**src/alups_pkg.sv**
```systemverilog
// ----------------------------------------------------------------------------
// ALU with prime search - package
// Opcodes, status codes and field widths shared by the block and its checker.
// ----------------------------------------------------------------------------
package alups_pkg;

    localparam int FUNC_W   = 3;
    localparam int OPA_W    = 32;
    localparam int OPB_W    = 16;
    localparam int RESULT_W = 32;
    localparam int STATUS_W = 2;

    localparam logic [FUNC_W-1:0] FUNC_ADD   = 3'd0;
    localparam logic [FUNC_W-1:0] FUNC_SUB   = 3'd1;
    localparam logic [FUNC_W-1:0] FUNC_MUL   = 3'd2;
    localparam logic [FUNC_W-1:0] FUNC_DIV   = 3'd3;
    localparam logic [FUNC_W-1:0] FUNC_PRIME = 3'd4;

    localparam logic [STATUS_W-1:0] STAT_OK       = 2'd0;
    localparam logic [STATUS_W-1:0] STAT_DIVZERO  = 2'd1;
    localparam logic [STATUS_W-1:0] STAT_NEGCOUNT = 2'd2;
    localparam logic [STATUS_W-1:0] STAT_OVERFLOW = 2'd3;

endpackage

```
**src/alu_with_prime_search.sv**
```systemverilog
// ----------------------------------------------------------------------------
// ALU with prime search: add/sub/mul inline, divide and prime search on one divider.
// Add/sub/mul/unknown/error results are registered; divides run a 32-step divider.
// Prime search steps candidates in ST_PNEXT, with an ST_PCHK compare and a divider run
// per odd trial divisor, and a last ST_PCHK per prime. One transaction at a time.
// Reset: sync active-low aresetn returns to idle; datapath registers keep values.
// ----------------------------------------------------------------------------
module alu_with_prime_search (
    input  logic                                   aclk,
    input  logic                                   aresetn,
    // input transaction
    input  logic                                   s_valid,
    output logic                                   s_ready,
    input  logic [alups_pkg::FUNC_W-1:0]           s_func,
    input  logic signed [alups_pkg::OPA_W-1:0]     s_operand_a,
    input  logic signed [alups_pkg::OPB_W-1:0]     s_operand_b,
    // result transaction
    output logic                                   m_valid,
    input  logic                                   m_ready,
    output logic signed [alups_pkg::RESULT_W-1:0]  m_result,
    output logic [alups_pkg::STATUS_W-1:0]         m_status
);

    // Sequencer states, one-hot.
    typedef enum logic [4:0] {
        ST_IDLE  = 5'b00001,  // wait for an input transaction
        ST_DIV   = 5'b00010,  // run the shared divider, one quotient bit a cycle
        ST_PNEXT = 5'b00100,  // step to the next candidate and classify it
        ST_PCHK  = 5'b01000,  // compare trial divisor squared against candidate
        ST_DONE  = 5'b10000   // hold the result until it is taken
    } state_t;

    state_t        state_reg, state_next;

    // Result registers.
    logic [31:0]   result_reg, result_next;
    logic [1:0]    status_reg, status_next;

    // Prime search: candidate (33-bit signed to catch the step past 2^31-1),
    // primes found so far, primes asked for, trial divisor and its square.
    logic [32:0]   num_reg, num_next;
    logic [14:0]   found_reg, found_next;
    logic [14:0]   count_reg, count_next;
    logic [15:0]   trial_reg, trial_next;
    logic [33:0]   square_reg, square_next;

    // Shared restoring divider: partial remainder, dividend/quotient shifter,
    // divisor, step counter, and what the finished quotient is used for.
    logic [31:0]   rem_reg, rem_next;
    logic [31:0]   quo_reg, quo_next;
    logic [31:0]   dvs_reg, dvs_next;
    logic [4:0]    bit_cnt_reg, bit_cnt_next;
    logic          prime_mode_reg, prime_mode_next;
    logic          neg_reg, neg_next;

    // Divider step.
    logic [32:0]   rem_shift;
    logic [32:0]   rem_diff;
    logic          step_fits;
    logic [31:0]   step_rem;
    logic [31:0]   step_quo;

    // Operand helpers.
    logic [31:0]        opb_ext;
    logic [31:0]        opa_mag;
    logic [15:0]        opb_mag;
    logic [31:0]        mul_low;
    logic [32:0]        num_inc;

    assign rem_shift = {rem_reg, quo_reg[31]};
    assign rem_diff  = rem_shift - {1'b0, dvs_reg};
    assign step_fits = ~rem_diff[32];
    assign step_rem  = step_fits ? rem_diff[31:0] : rem_shift[31:0];
    assign step_quo  = {quo_reg[30:0], step_fits};

    assign opb_ext  = {{16{s_operand_b[15]}}, s_operand_b};
    assign opa_mag  = s_operand_a[31] ? 32'(-s_operand_a) : 32'(s_operand_a);
    assign opb_mag  = s_operand_b[15] ? 16'(-s_operand_b) : 16'(s_operand_b);
    // Low half of the product is the same for signed and unsigned operands.
    assign mul_low  = $unsigned(s_operand_a) * opb_ext;
    assign num_inc  = num_reg + 33'd1;

    assign s_ready  = (state_reg == ST_IDLE);
    assign m_valid  = (state_reg == ST_DONE);
    assign m_result = result_reg;
    assign m_status = status_reg;

    always_comb begin
        state_next      = state_reg;
        result_next     = result_reg;
        status_next     = status_reg;
        num_next        = num_reg;
        found_next      = found_reg;
        count_next      = count_reg;
        trial_next      = trial_reg;
        square_next     = square_reg;
        rem_next        = rem_reg;
        quo_next        = quo_reg;
        dvs_next        = dvs_reg;
        bit_cnt_next    = bit_cnt_reg;
        prime_mode_next = prime_mode_reg;
        neg_next        = neg_reg;

        case (state_reg)
            ST_IDLE: begin
                if (s_valid) begin
                    status_next = alups_pkg::STAT_OK;
                    result_next = '0;
                    state_next  = ST_DONE;
                    case (s_func)
                        alups_pkg::FUNC_ADD: begin
                            result_next = s_operand_a + opb_ext;
                        end
                        alups_pkg::FUNC_SUB: begin
                            result_next = s_operand_a - opb_ext;
                        end
                        alups_pkg::FUNC_MUL: begin
                            result_next = mul_low;
                        end
                        alups_pkg::FUNC_DIV: begin
                            if (s_operand_b == 16'sd0) begin
                                status_next = alups_pkg::STAT_DIVZERO;
                            end else if (s_operand_a == 32'sh8000_0000 &&
                                         s_operand_b == -16'sd1) begin
                                status_next = alups_pkg::STAT_OVERFLOW;
                            end else begin
                                // Divide magnitudes, fix the sign at the end.
                                rem_next        = '0;
                                quo_next        = opa_mag;
                                dvs_next        = {16'd0, opb_mag};
                                bit_cnt_next    = '0;
                                prime_mode_next = 1'b0;
                                neg_next        = s_operand_a[31] ^ s_operand_b[15];
                                state_next      = ST_DIV;
                            end
                        end
                        alups_pkg::FUNC_PRIME: begin
                            if (s_operand_b[15]) begin
                                status_next = alups_pkg::STAT_NEGCOUNT;
                            end else begin
                                num_next   = {s_operand_a[31], s_operand_a};
                                found_next = '0;
                                count_next = s_operand_b[14:0];
                                state_next = ST_PNEXT;
                            end
                        end
                        default: begin
                            result_next = '0;
                        end
                    endcase
                end
            end

            ST_PNEXT: begin
                if (found_reg == count_reg) begin
                    result_next = num_reg[31:0];
                    state_next  = ST_DONE;
                end else if (num_inc[32:31] == 2'b01) begin
                    // Stepped past the largest signed 32-bit value.
                    result_next = '0;
                    status_next = alups_pkg::STAT_OVERFLOW;
                    state_next  = ST_DONE;
                end else begin
                    num_next = num_inc;
                    if (num_inc[32] || num_inc[31:2] == 30'd0) begin
                        // Anything below four counts as prime.
                        found_next = found_reg + 15'd1;
                    end else if (num_inc[0]) begin
                        // Odd: trial-divide by 3, 5, 7, ... up to the root.
                        trial_next  = 16'd3;
                        square_next = 34'd9;
                        state_next  = ST_PCHK;
                    end
                    // Even and four or more: composite, try the next one.
                end
            end

            ST_PCHK: begin
                if (square_reg > {1'b0, num_reg}) begin
                    found_next = found_reg + 15'd1;
                    state_next = ST_PNEXT;
                end else begin
                    rem_next        = '0;
                    quo_next        = num_reg[31:0];
                    dvs_next        = {16'd0, trial_reg};
                    bit_cnt_next    = '0;
                    prime_mode_next = 1'b1;
                    state_next      = ST_DIV;
                end
            end

            ST_DIV: begin
                rem_next     = step_rem;
                quo_next     = step_quo;
                bit_cnt_next = bit_cnt_reg + 5'd1;
                if (bit_cnt_reg == 5'd31) begin
                    if (prime_mode_reg) begin
                        if (step_rem == 32'd0) begin
                            state_next = ST_PNEXT;
                        end else begin
                            // Advance the trial divisor by two; (d+2)^2 = d^2 + 4d + 4.
                            trial_next  = trial_reg + 16'd2;
                            square_next = square_reg + {16'd0, trial_reg, 2'b00} + 34'd4;
                            state_next  = ST_PCHK;
                        end
                    end else begin
                        result_next = neg_reg ? 32'(-step_quo) : step_quo;
                        state_next  = ST_DONE;
                    end
                end
            end

            ST_DONE: begin
                if (m_ready) begin
                    state_next = ST_IDLE;
                end
            end

            default: begin
                state_next = ST_IDLE;
            end
        endcase
    end

    // Control state.
    always_ff @(posedge aclk) begin
        if (!aresetn) begin
            state_reg <= ST_IDLE;
        end else begin
            state_reg <= state_next;
        end
    end

    // Datapath registers; the sequencer loads them before use.
    always_ff @(posedge aclk) begin
        result_reg     <= result_next;
        status_reg     <= status_next;
        num_reg        <= num_next;
        found_reg      <= found_next;
        count_reg      <= count_next;
        trial_reg      <= trial_next;
        square_reg     <= square_next;
        rem_reg        <= rem_next;
        quo_reg        <= quo_next;
        dvs_reg        <= dvs_next;
        bit_cnt_reg    <= bit_cnt_next;
        prime_mode_reg <= prime_mode_next;
        neg_reg        <= neg_next;
    end

endmodule

```
**config.mk**
```make
export PLATFORM = sky130hd
export DESIGN_NAME = alu_with_prime_search
export DESIGN_NICKNAME = d
export VERILOG_FILES = /design/src/alups_pkg.sv /design/src/alu_with_prime_search.sv
export SDC_FILE = /design/constraint.sdc
export NUM_CORES = 2
export LEC_CHECK = 0
export ABC_AREA = 1
export BUFFER_PORTS_ARGS = -buffer_cell sky130_fd_sc_hd__buf_4
export CORE_MARGIN = 2
export CORE_UTILIZATION = 59
export DETAILED_ROUTE_END_ITERATION = 10
export GPL_TIMING_DRIVEN = 0
export HOLD_SLACK_MARGIN = 0.03
export PLACE_DENSITY_LB_ADDON = 0.25
export SLEW_MARGIN = 20
export SYNTH_ARGS = -nofsm -noshare
export SYNTH_HDL_FRONTEND = slang
export SYNTH_SLANG_ARGS = --single-unit
```
**constraint.sdc**
```tcl
create_clock -name aclk -period 10 [get_ports aclk]
set_clock_uncertainty 0.2 [all_clocks]
set_input_delay 2 -clock aclk [delete_from_list [all_inputs] [get_ports aclk]]
set_output_delay 2 -clock aclk [all_outputs]
set_load 0.02 [all_outputs]
```
==> impl_metrics.toml <==
[status]
status = "completed"

[worst_setup_path]
crit_path_end_kind = "register"
start_kind = "input port"
critPathArrivalTime_ps = 9850
critPathRequiredTime_ps = 10020
crit_fanout = 10
crit_type = "in -> reg"

[detailed_routing]
dr_total_vias = 31418
wirelength_microns = 115000
firstDrtPassIters = 8
ant_nets = 0
wire_per_inst_microns = 21.6
first_iter_violations = 4221
drc = 0
vias_per_cell = 5.90

[timing]
worst_pin_slew_ps = 1100
post-route-min-period_ps = 9830
setup_violations = 0
hold_ws_ps = 399
max_freq_mhz = 102
setup_ws_ps = 165
fin_setup_tns_ps = 0
fin_crit_sh = 0.983
rsz0062_at_grt = "no"
final-max-slew-violation-count = 0
hold_violations = 0
slew_headroom = 0.266

[power]
p_per_area_nw_per_um2 = 323
ir_worst_vdd_uv = 735
p_leak_nw = 17.5
total_power_mw = 11.2

[place]
placed_area_sq_um = 34000
hpwlAfterDp_microns = 94700
place_ws_ps = -343
io_buffers = 89
dpl.cell_count = 5277
gp_congestion = 1.05

[yosys]
avgSynthCellArea_sq_um = 7.21
yosysWarnings = 0
syn-num-nets = 5060
async_flop_share = 0
synth_cell_type_count = 67
syn_area_sq_um = 32300
syn_inst = 4486
synth-seq-area-share = 0.217
synth_edf_count = 230
synth-seq-cells = 235
ys.flop_type = "edfxtp_1"

[cts]
cts_tree = "built"
cts_root_buf = "clkbuf_16"
cts_resized = 0
cts_setup_buffers = 0
clk_path_buf_depth = 3
cts-buffers-inserted = 26
postCtsHoldBufs = 0
cts_num_sinks = 235
insertion_delay_ps = 570
clk_pin_slew_worst_paths_ps = 60
cts_max_level = 1

[floorplan]
dieWidth_microns = 238
core-area_sq_um = 54000
die_h_microns = 238
io_pins = 91
start_util = 0.599
std_cell_rows = 85
die-area_sq_um = 56700

[finish]
final_common_cell = "nand2_1"
stdcell_count = 5326
fin_util = 0.643
design_area_sq_um = 34700
syn2layout_area_growth_pct = 7.43
nets = 5183
drive_gt1_frac = 0.0426
layout_common_cells = "nand2_1 (1153), inv_1 (970), nor2_1 (316)"
largest_reg_flops = 33

[hold_path]
hold_path_class = "reg -> reg"

[global_route]
grt_pass1_wl_microns = 174000
grt_max_degree = 42
grt-ovfl-total = 0
grt_pass1_vias = 29191
groute.usage.overall = 0.408
antenna_found_initial = 2

[job]
drv_cap = 0
## worst max-delay path, cell delays in order
cell,delay [ps]
buf_4,110
clkbuf_1,540
clkbuf_2,540
buf_1,700
nand2_1,180
fa_1,610
fa_1,440
fa_1,530
inv_1,50
fa_1,490
fa_1,560
inv_1,60
fa_1,520
inv_1,40
ha_1,390
a21oi_1,280
o21a_1,160
o21ai_0,80
a21oi_1,280
o21ai_0,160
o21ai_0,510
nand2_1,190
nand2_1,120
o311ai_0,290
## where the power goes
part | switching, mW | internal [mW] | leakage (nW)
Sequential | 0.193 | 1.49 | 2.22
Clock | 0.434 | 0.484 | 0.386
Combinational | 5.85 | 2.77 | 14.9
Total | 6.47 | 4.75 | 17.5
## synth_stat cells (3+ instances only)
master | count | area share
inv_1 | 973 | 0.11
buf_1 | 35 | 0.0041
ha_1 | 212 | 0.082
fa_1 | 307 | 0.19
nor2_1 | 317 | 0.037
o311ai_0 | 3 | 0.00081
a31oi_1 | 16 | 0.0031
o21ai_1 | 13 | 0.0020
nor3_1 | 94 | 0.015
nand2_1 | 1153 | 0.13
a21oi_1 | 241 | 0.037
or2_2 | 15 | 0.0029
nor3_2 | 3 | 0.00093
clkbuf_1 | 128 | 0.015
nand4_1 | 56 | 0.011
a221oi_1 | 7 | 0.0019
a22oi_1 | 4 | 0.00093
o21ai_0 | 208 | 0.032
xor2_1 | 63 | 0.017
o31ai_1 | 4 | 0.00093
a211oi_1 | 4 | 0.00093
nand2_4 | 3 | 0.0010
o21a_1 | 12 | 0.0028
o21bai_1 | 8 | 0.0019
buf_2 | 3 | 0.00046
o2111ai_1 | 7 | 0.0019
nor4_1 | 29 | 0.0056
nor2_4 | 3 | 0.0010
dfxtp_1 | 5 | 0.0031
o221ai_1 | 32 | 0.0087
a32oi_1 | 4 | 0.0011
clkinv_1 | 4 | 0.00046
nor2_2 | 5 | 0.00097
xnor2_1 | 43 | 0.012
o22ai_1 | 5 | 0.00097
nand2_2 | 4 | 0.00077
nor3b_1 | 7 | 0.0016
inv_2 | 7 | 0.00081
edfxtp_1 | 230 | 0.21
nand3b_1 | 4 | 0.00093
nand3_1 | 159 | 0.025
o211ai_1 | 21 | 0.0049
a21o_1 | 4 | 0.00093
## final cells by class
| type | instances | area [sq um] |
|---|---|---|
| plain buffers | 170 | 667 |
| well taps | 696 | 871 |
| flip-flops and latches | 235 | 7010 |
| clock inverters | 14 | 87.6 |
| repair buffers | 95 | 751 |
| multi-input cells | 3097 | 21000 |
| clock buffers | 34 | 681 |
| diodes | 1 | 2.50 |
| inverters | 984 | 3700 |
| fillers | 4991 | 19300 |
## cell families (layout without fill, tap and decap cells)
| family | after synthesis | after routing | synth area share |
|---|---|---|---|
| AO/OA/AOI/OAI | 610 | 610 | 0.108 |
| buffers and inverters | 1154 | 1297 | 0.135 |
| flip-flops | 235 | 235 | 0.217 |
| adder cells (fa/ha/maj) | 519 | 519 | 0.272 |
| other | 0 | 1 | 0 |
| XOR/XNOR | 106 | 106 | 0.0287 |
| AND/OR/NAND/NOR | 1862 | 1862 | 0.240 |
## per-layer routing
layer	global-route usage	up-vias	routed length, microns
met4	0.143	2	4500
met3	0.114	269	16900
met2	0.582	2097	46600
li1	-	14347	-
met5	0	-	11
met1	0.594	14703	47200
## final timing paths
path                                                    from                            to  slack [ps]  depth (start not counted)
worst max-delay path                          s_operand_b[3]        m_result[19]$_DFFE_PP_         170                         24
worst min-delay path            bit_cnt_reg[0]$_SDFFCE_PN0P_  bit_cnt_reg[0]$_SDFFCE_PN0P_         400                          1
worst max register to register      dvs_reg[0]$_SDFFCE_PP1P_        m_result[28]$_DFFE_PP_        4910                         24
worst min register to register  bit_cnt_reg[0]$_SDFFCE_PN0P_  bit_cnt_reg[0]$_SDFFCE_PN0P_         400                          1
No activity file was read; power rests on OpenSTA's default activity.
